[config.mk]
export PLATFORM = sky130hd
export DESIGN_NAME = degree_minute_integrator_top
export DESIGN_NICKNAME = d
export VERILOG_FILES = /design/src/sv/dmi_pkg.sv /design/src/sv/dmi_ram.sv /design/src/sv/degree_minute_integrator_top.sv
export VERILOG_INCLUDE_DIRS = /design/src /design/src/sv
export SDC_FILE = /design/constraint.sdc
export NUM_CORES = 1
export LEC_CHECK = 0
export ABC_AREA = 1
export BUFFER_PORTS_ARGS = -buffer_cell sky130_fd_sc_hd__buf_2
export CORE_ASPECT_RATIO = 0.8
export CORE_MARGIN = 5
export CORE_UTILIZATION = 40
export DETAILED_ROUTE_END_ITERATION = 8
export PLACE_DENSITY = 0.65
export RECOVER_POWER = 100
export SYNTH_ARGS = -nofsm -noshare
export SYNTH_HDL_FRONTEND = slang
export SYNTH_HIERARCHICAL = 1
export SYNTH_SLANG_ARGS = --single-unit
[constraint.sdc]
create_clock -name clk_i -period 12.3 [get_ports clk_i]
set_input_delay 1.23 -clock clk_i [delete_from_list [all_inputs] [get_ports clk_i]]
set_output_delay 1.23 -clock clk_i [all_outputs]
set_load 0.01 [all_outputs]
[src/sv/degree_minute_integrator_top_defines.svh]
// ----------------------------------------------------------------------------
// degree_minute_integrator_top_defines
// assertion macros shared by the degree-minute integrator rtl
// ----------------------------------------------------------------------------
`ifndef DEGREE_MINUTE_INTEGRATOR_TOP_DEFINES_SVH
`define DEGREE_MINUTE_INTEGRATOR_TOP_DEFINES_SVH

// same-cycle implication, checked outside reset
`define DMI_ASSERT_IMPLY(label, clk, rst_n, ante, cons, msg) \
  label: assert property (@(posedge clk) disable iff (!(rst_n)) (ante) |-> (cons)) \
    else $error(msg);

// next-cycle implication, checked outside reset
`define DMI_ASSERT_NEXT(label, clk, rst_n, ante, cons, msg) \
  label: assert property (@(posedge clk) disable iff (!(rst_n)) (ante) |=> (cons)) \
    else $error(msg);

`endif

[src/sv/dmi_pkg.sv]
// ----------------------------------------------------------------------------
// dmi_pkg
// types and constants of the degree-minute integrator
// ----------------------------------------------------------------------------
`default_nettype none

package dmi_pkg;

  // configuration port
  localparam int CFG_ADDR_W = 2;
  localparam int CFG_DATA_W = 16;

  // configuration register indexes
  localparam logic [CFG_ADDR_W-1:0] REG_REMOTE_ENABLE   = 2'd0;
  localparam logic [CFG_ADDR_W-1:0] REG_REMOTE_SETPOINT = 2'd1;
  localparam logic [CFG_ADDR_W-1:0] REG_ON_THRESHOLD    = 2'd2;
  localparam logic [CFG_ADDR_W-1:0] REG_OFF_THRESHOLD   = 2'd3;

  // register reset values
  localparam logic signed [7:0]  REMOTE_SETPOINT_RST = 8'sd50;
  localparam logic signed [15:0] ON_THRESHOLD_RST    = 16'sd15;
  localparam logic signed [15:0] OFF_THRESHOLD_RST   = 16'sd0;

  // input item function codes
  localparam logic FUNC_EVALUATE    = 1'b0;
  localparam logic FUNC_CURVE_WRITE = 1'b1;

  // timing and limits
  localparam int SECONDS_PER_MINUTE = 60;
  localparam int MINUTE_MAX         = 20'hFFFFF;
  localparam int OUTDOOR_LOW_LIMIT  = -20;
  localparam int OUTDOOR_HIGH_LIMIT = 17;

  // next minute boundary in seconds, 60 * minute index
  localparam int BOUNDARY_W = 26;
  localparam logic [BOUNDARY_W-1:0] BOUNDARY_FIRST = BOUNDARY_W'(SECONDS_PER_MINUTE);
  localparam logic [BOUNDARY_W-1:0] BOUNDARY_MAX   =
    BOUNDARY_W'(SECONDS_PER_MINUTE * MINUTE_MAX);

  // word held between curve read and accumulate
  typedef struct packed {
    logic              func;
    logic [19:0]       secs;
    logic signed [7:0] flow;
    logic signed [6:0] outdoor;
    logic              dir;
  } dmi_item_t;

endpackage

`default_nettype wire

[src/sv/dmi_ram.sv]
// ----------------------------------------------------------------------------
// dmi_ram
// generic single-write single-read memory with registered read data
// ----------------------------------------------------------------------------
`default_nettype none

module dmi_ram #(
  parameter int WIDTH = 8,
  parameter int DEPTH = 64
) (
  input  wire logic                     clk_i,
  input  wire logic                     we_i,
  input  wire logic [$clog2(DEPTH)-1:0] waddr_i,
  input  wire logic [WIDTH-1:0]         wdata_i,
  input  wire logic                     re_i,
  input  wire logic [$clog2(DEPTH)-1:0] raddr_i,
  output logic      [WIDTH-1:0]         rdata_o
);

  logic [WIDTH-1:0] mem_q [DEPTH];
  logic [WIDTH-1:0] rdata_q;

  // write port
  always_ff @(posedge clk_i) begin
    if (we_i) begin
      mem_q[waddr_i] <= wdata_i;
    end
  end

  // registered read, holds while not enabled
  always_ff @(posedge clk_i) begin
    if (re_i) begin
      rdata_q <= mem_q[raddr_i];
    end
  end

  assign rdata_o = rdata_q;

endmodule

`default_nettype wire

[src/sv/degree_minute_integrator_top.sv]
// ----------------------------------------------------------------------------
// degree_minute_integrator_top
// heat-pump degree-minute integrator with heating-curve memory
// ----------------------------------------------------------------------------
// Takes one word per cycle unless the receiver stalls, and returns one result
// word per input word. The accept cycle issues the heating-curve memory read
// and loads the stage-one register; stage one does the saturating accumulate
// and threshold compare and loads the output register. Curve writes go to the
// memory at acceptance and return the unchanged accumulator with
// condition_met low. Curve entries must be written before an evaluate word
// selects them by outdoor temperature. Configuration must be written only
// while the block is idle; the block itself does not enforce this.
// ----------------------------------------------------------------------------
`default_nettype none

`include "degree_minute_integrator_top_defines.svh"

module degree_minute_integrator_top #(
  parameter int CURVE_DEPTH  = 64,
  parameter int CURVE_OFFSET = 20
) (
  input  wire logic                           clk_i,
  input  wire logic                           rst_ni,
  // configuration write port
  input  wire logic                           cfg_we_i,
  input  wire logic [dmi_pkg::CFG_ADDR_W-1:0] cfg_addr_i,
  input  wire logic [dmi_pkg::CFG_DATA_W-1:0] cfg_wdata_i,
  // input words
  input  wire logic                           s_axis_tvalid_i,
  output logic                                s_axis_tready_o,
  // elapsed_seconds[19:0], flow_temp[27:20], outdoor_temp[34:28],
  // direction[35], curve_index[41:36], curve_value[49:42], zero[55:50]
  input  wire logic [55:0]                    s_axis_tdata_i,
  // func[0]
  input  wire logic                           s_axis_tuser_i,
  // result words
  output logic                                m_axis_tvalid_o,
  input  wire logic                           m_axis_tready_i,
  // condition_met[0], degree_minutes[32:1], zero[39:33]
  output logic [39:0]                         m_axis_tdata_o
);

  localparam int AW = $clog2(CURVE_DEPTH);
  localparam logic signed [9:0] IDX_MAX = 10'(CURVE_DEPTH - 1);

  // configuration registers
  logic                     remote_en_q;
  logic signed [7:0]        remote_sp_q;
  logic signed [15:0]       on_thr_q;
  logic signed [15:0]       off_thr_q;

  // integrator state
  logic signed [31:0]                 acc_q, acc_d;
  logic [dmi_pkg::BOUNDARY_W-1:0]     boundary_q, boundary_d;

  // pipeline
  logic                     s_fire;
  logic                     advance;
  logic                     out_ready;
  logic                     s1_valid_q;
  dmi_pkg::dmi_item_t       s1_q;
  dmi_pkg::dmi_item_t       in_item;
  logic                     out_valid_q;
  logic                     out_met_q, met_d;
  logic signed [31:0]       out_dm_q;

  // curve memory access
  logic [5:0]               in_cidx;
  logic signed [7:0]        in_cval;
  logic signed [9:0]        ix_raw;
  logic [AW-1:0]            rd_idx;
  logic                     curve_we;
  logic [7:0]               curve_rdata;

  // accumulate path
  logic                     minute_hit;
  logic signed [7:0]        setpoint;
  logic signed [8:0]        diff;
  logic signed [32:0]       acc_ext, diff_ext, sum;
  logic signed [31:0]       sum_sat, acc_clamped, acc_a;
  logic [dmi_pkg::BOUNDARY_W-1:0] boundary_a;
  logic signed [31:0]       on_ext, off_ext;
  logic                     outdoor_ok;

  // input field unpacking
  assign in_item.func    = s_axis_tuser_i;
  assign in_item.secs    = s_axis_tdata_i[19:0];
  assign in_item.flow    = s_axis_tdata_i[27:20];
  assign in_item.outdoor = s_axis_tdata_i[34:28];
  assign in_item.dir     = s_axis_tdata_i[35];
  assign in_cidx         = s_axis_tdata_i[41:36];
  assign in_cval         = s_axis_tdata_i[49:42];

  // handshake and pipeline advance
  assign out_ready       = !out_valid_q || m_axis_tready_i;
  assign advance         = s1_valid_q && out_ready;
  assign s_axis_tready_o = !s1_valid_q || out_ready;
  assign s_fire          = s_axis_tvalid_i && s_axis_tready_o;

  // configuration registers
  always_ff @(posedge clk_i or negedge rst_ni) begin
    if (!rst_ni) begin
      remote_en_q <= 1'b0;
      remote_sp_q <= dmi_pkg::REMOTE_SETPOINT_RST;
      on_thr_q    <= dmi_pkg::ON_THRESHOLD_RST;
      off_thr_q   <= dmi_pkg::OFF_THRESHOLD_RST;
    end else if (cfg_we_i) begin
      case (cfg_addr_i)
        dmi_pkg::REG_REMOTE_ENABLE:   remote_en_q <= cfg_wdata_i[0];
        dmi_pkg::REG_REMOTE_SETPOINT: remote_sp_q <= cfg_wdata_i[7:0];
        dmi_pkg::REG_ON_THRESHOLD:    on_thr_q    <= cfg_wdata_i;
        dmi_pkg::REG_OFF_THRESHOLD:   off_thr_q   <= cfg_wdata_i;
        default: ;
      endcase
    end
  end

  // curve read index, outdoor plus offset clamped to the table
  always_comb begin
    ix_raw = 10'(in_item.outdoor) + 10'(CURVE_OFFSET);
    if (ix_raw < 10'sd0) begin
      rd_idx = '0;
    end else if (ix_raw > IDX_MAX) begin
      rd_idx = AW'(IDX_MAX);
    end else begin
      rd_idx = AW'(ix_raw);
    end
  end

  // curve writes beyond the table depth are dropped
  assign curve_we = s_fire && (in_item.func == dmi_pkg::FUNC_CURVE_WRITE)
                    && (32'(in_cidx) < CURVE_DEPTH);

  dmi_ram #(
    .WIDTH (8),
    .DEPTH (CURVE_DEPTH)
  ) u_curve_ram (
    .clk_i   (clk_i),
    .we_i    (curve_we),
    .waddr_i (AW'(in_cidx)),
    .wdata_i (in_cval),
    .re_i    (s_fire && (in_item.func == dmi_pkg::FUNC_EVALUATE)),
    .raddr_i (rd_idx),
    .rdata_o (curve_rdata)
  );

  // stage one word register
  always_ff @(posedge clk_i or negedge rst_ni) begin
    if (!rst_ni) begin
      s1_valid_q <= 1'b0;
    end else if (s_fire) begin
      s1_valid_q <= 1'b1;
    end else if (advance) begin
      s1_valid_q <= 1'b0;
    end
  end

  always_ff @(posedge clk_i) begin
    if (s_fire) begin
      s1_q <= in_item;
    end
  end

  // minute accumulate with saturation and sign clearing
  always_comb begin
    minute_hit = {6'b0, s1_q.secs} >= boundary_q;
    setpoint   = remote_en_q ? remote_sp_q : $signed(curve_rdata);
    diff       = 9'(s1_q.flow) - 9'(setpoint);
    acc_ext    = 33'(acc_q);
    diff_ext   = 33'(diff);
    sum        = acc_ext + diff_ext;
    if (sum[32] != sum[31]) begin
      sum_sat = sum[32] ? 32'sh8000_0000 : 32'sh7FFF_FFFF;
    end else begin
      sum_sat = sum[31:0];
    end
    if (s1_q.dir && sum_sat < 32'sd0) begin
      acc_clamped = '0;
    end else if (!s1_q.dir && sum_sat > 32'sd0) begin
      acc_clamped = '0;
    end else begin
      acc_clamped = sum_sat;
    end
    acc_a      = minute_hit ? acc_clamped : acc_q;
    boundary_a = boundary_q;
    if (minute_hit && boundary_q < dmi_pkg::BOUNDARY_MAX) begin
      boundary_a = boundary_q + dmi_pkg::BOUNDARY_FIRST;
    end
  end

  // threshold check and trigger
  always_comb begin
    on_ext     = 32'(on_thr_q);
    off_ext    = 32'(off_thr_q);
    outdoor_ok = (int'(s1_q.outdoor) < dmi_pkg::OUTDOOR_HIGH_LIMIT)
                 && (int'(s1_q.outdoor) > dmi_pkg::OUTDOOR_LOW_LIMIT);
    acc_d      = acc_a;
    boundary_d = boundary_a;
    met_d      = 1'b0;
    if (s1_q.func == dmi_pkg::FUNC_CURVE_WRITE) begin
      acc_d      = acc_q;
      boundary_d = boundary_q;
    end else if (!s1_q.dir) begin
      if (acc_a <= off_ext) begin
        boundary_d = dmi_pkg::BOUNDARY_FIRST;
        if (outdoor_ok) begin
          acc_d = '0;
          met_d = 1'b1;
        end
      end
    end else if (acc_a >= on_ext) begin
      boundary_d = dmi_pkg::BOUNDARY_FIRST;
      acc_d      = '0;
      met_d      = 1'b1;
    end
  end

  // integrator state update
  always_ff @(posedge clk_i or negedge rst_ni) begin
    if (!rst_ni) begin
      acc_q      <= '0;
      boundary_q <= dmi_pkg::BOUNDARY_FIRST;
    end else if (advance) begin
      acc_q      <= acc_d;
      boundary_q <= boundary_d;
    end
  end

  // output register
  always_ff @(posedge clk_i or negedge rst_ni) begin
    if (!rst_ni) begin
      out_valid_q <= 1'b0;
    end else if (advance) begin
      out_valid_q <= 1'b1;
    end else if (m_axis_tready_i) begin
      out_valid_q <= 1'b0;
    end
  end

  always_ff @(posedge clk_i) begin
    if (advance) begin
      out_met_q <= met_d;
      out_dm_q  <= acc_d;
    end
  end

  assign m_axis_tvalid_o = out_valid_q;
  assign m_axis_tdata_o  = {7'b0, out_dm_q, out_met_q};

  // checks
  `DMI_ASSERT_IMPLY(a_met_clears_acc, clk_i, rst_ni,
    m_axis_tvalid_o && out_met_q, out_dm_q == 32'sd0, "trigger with nonzero accumulator")
  `DMI_ASSERT_IMPLY(a_boundary_floor, clk_i, rst_ni,
    1'b1, boundary_q >= dmi_pkg::BOUNDARY_FIRST, "minute boundary below one minute")
  `DMI_ASSERT_NEXT(a_trigger_restarts, clk_i, rst_ni,
    advance && met_d, boundary_q == dmi_pkg::BOUNDARY_FIRST, "trigger kept minute index")
  `DMI_ASSERT_NEXT(a_write_keeps_acc, clk_i, rst_ni,
    advance && (s1_q.func == dmi_pkg::FUNC_CURVE_WRITE), $stable(acc_q),
    "curve write changed accumulator")

endmodule

`default_nettype wire

==> impl_metrics.toml <==
[sta]
setup_tns_ns = 0
rsz0062_at_grt = "false"
tightest_slew_ns = 4.063
fmax_mhz = 94.87
relSlewSlack_pct = -170.9
post-route-period-util_pct = 85.70
slew_violations = 913
clock-skew-final_ns = 0.04257
hold_viol = 0
setup_viol = 0
layout_min_cycle_time_ns = 10.54

[cts]
ctsResizeCount = 0
ctsHoldBuffers = 0
postCtsSetupBuffers = 0
clock-sinks = 689
root_buffer = "clkbuf_16"
cts_made_buffers = 72
ctsHtreeMaxLevel = 3
clockBufferDepth = 3
clock_latency_ns = 0.64
cts_tree = "done"
cts.clk_slew.worst_paths_ns = 0.06

[layout]
multiInputGateArea_um2 = 12270
num-fill-cells = 8174
syn_to_final_growth_pct = 9.843
drive_gt1_share_pct = 7.180
nets = 3865
ff_latch_area_um2 = 20210
utilization_pct = 44.28

[placed_design]
dp_hpwl_mm = 57.83
gp_congestion = 0.9951
portBuffers = 108

[flow_run]
drv_cap = 14

[global_route]
top_usage_layer = "met1"
antenna_found_initial = 1
use_met1_pct = 29.58
use_met3_pct = 3.121
track_usage_pct = 18.95
grt_max_degree = 211
grt-ovfl-total = 0
use_met2_pct = 27.73
grt_pass1_wl_mm = 138.4
grt_pass1_vias = 23420

[yosys]
syn_inst = 3570
post-synth-top-area-cell = "edfxtp_1"
ys_seq_elements = 689
synth_enable_flop_cells = 590
ys_types = 53
avgSynthCellArea_um2 = 9.685
synthFlopType = "edfxtp_1"
netlist_area_um2 = 34570
synth-async-reset-ratio_pct = 14.37
yosysTopAreaCellShare_pct = 51.24
yosys_warnings = 6
synth_area_leaders = "edfxtp_1, nand2_1, nand3_1"
ys_seq_area_share_pct = 58.45

[pwr]
power_frac_clock_pct = 25.0
p_sw_mw = 3.494
power_leakage_nw = 15.51
ir_drop_mv = 0.1305
power.internal_mw = 5.057
combinationalPowerShare_pct = 42.1
switching_share_pct = 40.86
power_frac_seq_pct = 32.9
p_per_area_nw_per_um2 = 225.2

[min_path]
hold_class = "reg2reg"
hold_start = "off_thr_q[3]"

[outcome]
violations = "max-capacitance violations, max-slew violations"
outcome = "finished with violations"

[floorplanning]
die_area_um2 = 92450
die_width_um = 338.7
start_util_pct = 40.31
core_area_um2 = 85760
placementRows = 96
ioPinCount = 122
fp.dieH_um = 273.0

[critical_path]
arrival_ns = 10.88
critical_path.slowest_cell = "nand2_1"
rrSetupSlack_ns = 1.76
critPathMaxStageDelay_ns = 0.99
reg2reg_from = "remote_en_q"
crit_fanout = 44
required_ns = 12.64
worstSetupPathType = "reg2reg"
startpoint = "remote_en_q"
end_kind = "flop"
crit_top_cell = "nand2_1"
cp-start-kind = "flop"

[detailed_routing]
drc = 0
wirelength_mm = 89.52
wl_per_cell_um = 18.58
via_per_inst = 5.233
drt_pass1_iterations = 5
drtAntennaViolNets = 0
num_vias = 25220
drt_iter0_markers = 2783
[power groups by stage]
stage               sequential (mW)  clock (mW)  combinational [mW]
finish                         2.81        2.14                3.60
global route                   2.83        2.29                4.06
detailed placement             2.85           0                3.55
global placement               2.84           0                3.48
floorplan                      2.85           0                2.61
CTS                            2.80        2.19                3.57
[cell type report]
class                   count  area share [%]
well taps                1127           3.713
inverters                 288           2.860
flip-flops and latches    689           53.21
repair buffers            145           1.838
clock inverters            39           1.077
clock buffers              90           4.978
multi-input cells        2440           32.32
diodes                      1        0.006589
[synth_stat cells (40+ instances only)]
master	instances
nor2_1	184
nand2_2	46
dfrtp_1	88
a21oi_1	75
o21ai_0	78
inv_1	279
nand3_1	527
clkbuf_1	42
buf_2	40
ha_1	117
edfxtp_1	590
nand2_1	1185
[metal layers]
layer  part of all wire (%)  vias to the layer above
met5                      0                        -
met4                    1.8                        0
met3                    8.3                      104
met2                     42                      893
met1                     47                    12080
li1                       -                    12140
[cell families (layout without fill, tap and decap cells)]
logic type | count (synthesis) | in the layout | share of synthesized area [%]
xor+xnor | 22 | 22 | 0.5573
flops | 689 | 689 | 58.45
fa+ha+maj | 149 | 149 | 6.087
other cells | 1 | 8 | 0.01085
buf+inv | 447 | 562 | 6.246
compound gates | 227 | 227 | 3.586
mux | 1 | 1 | 0.03257
simple gates | 2034 | 2034 | 25.03
[cell usage in the layout, fill, tap and decap left out, drive strengths merged, types with 13 or more instances in the layout]
cell type / instances
nor4: 18
nand4: 30
nor3: 20
nand3: 528
buf: 79
ha: 117
clkinv: 31
clkbuf: 156
inv: 287
xnor2: 13
fa: 32
nand2: 1234
nor2: 189
o21ai: 114
a21oi: 79
dfrtp: 88
edfxtp: 590
[registers in the layout, indices dropped and copies added (netlist names)]
signal and count:
remote_en_q 1, u_curve_ram/mem_q 512, out_met_q 1, on_thr_q 16, boundary_q 24, s1_valid_q 1, u_curve_ram/rdata_o 8, acc_q 32
out_dm_q 32, s1_q 37, remote_sp_q 8, m_axis_tvalid_o 1, off_thr_q 16
[critical path: cells and delay by family, from the launching register on]
kind                     cells  cell delay [ns]
AND/OR/NAND/NOR             29             5.61
adder cells (fa/ha/maj)      3             1.06
buffers and inverters        8             1.72
flip-flops                   1             0.60
AO/OA/AOI/OAI                7             1.18
[worst paths after layout]
path	end	depth (start not counted)
max	out_dm_q[3]	47
max reg2reg	out_dm_q[3]	47
min in group asynchronous	on_thr_q[8]	1
min	off_thr_q[3]	2
max in group asynchronous	acc_q[30]	2
min reg2reg	off_thr_q[3]	2
[through the flow]
step | power (mW) | hold WS, ns | setup WS (ns) | std cells | instance area (um2)
2_1_floorplan | 5.465 | 0.4457 | 5.708 | 3576 | 34600
3_3_place_gp | 6.327 | 0.4677 | 2.720 | 4689 | 35820
3_5_place_dp | 6.398 | 0.4744 | 2.606 | 4689 | 35820
4_1_cts | 8.561 | 0.4947 | 2.582 | 4818 | 38120
5_1_grt | 9.187 | 0.5154 | 0.9531 | 4818 | 37980
6_report | 8.551 | 0.4889 | 1.759 | 4819 | 37980
No activity file was read; power rests on OpenSTA's default activity.
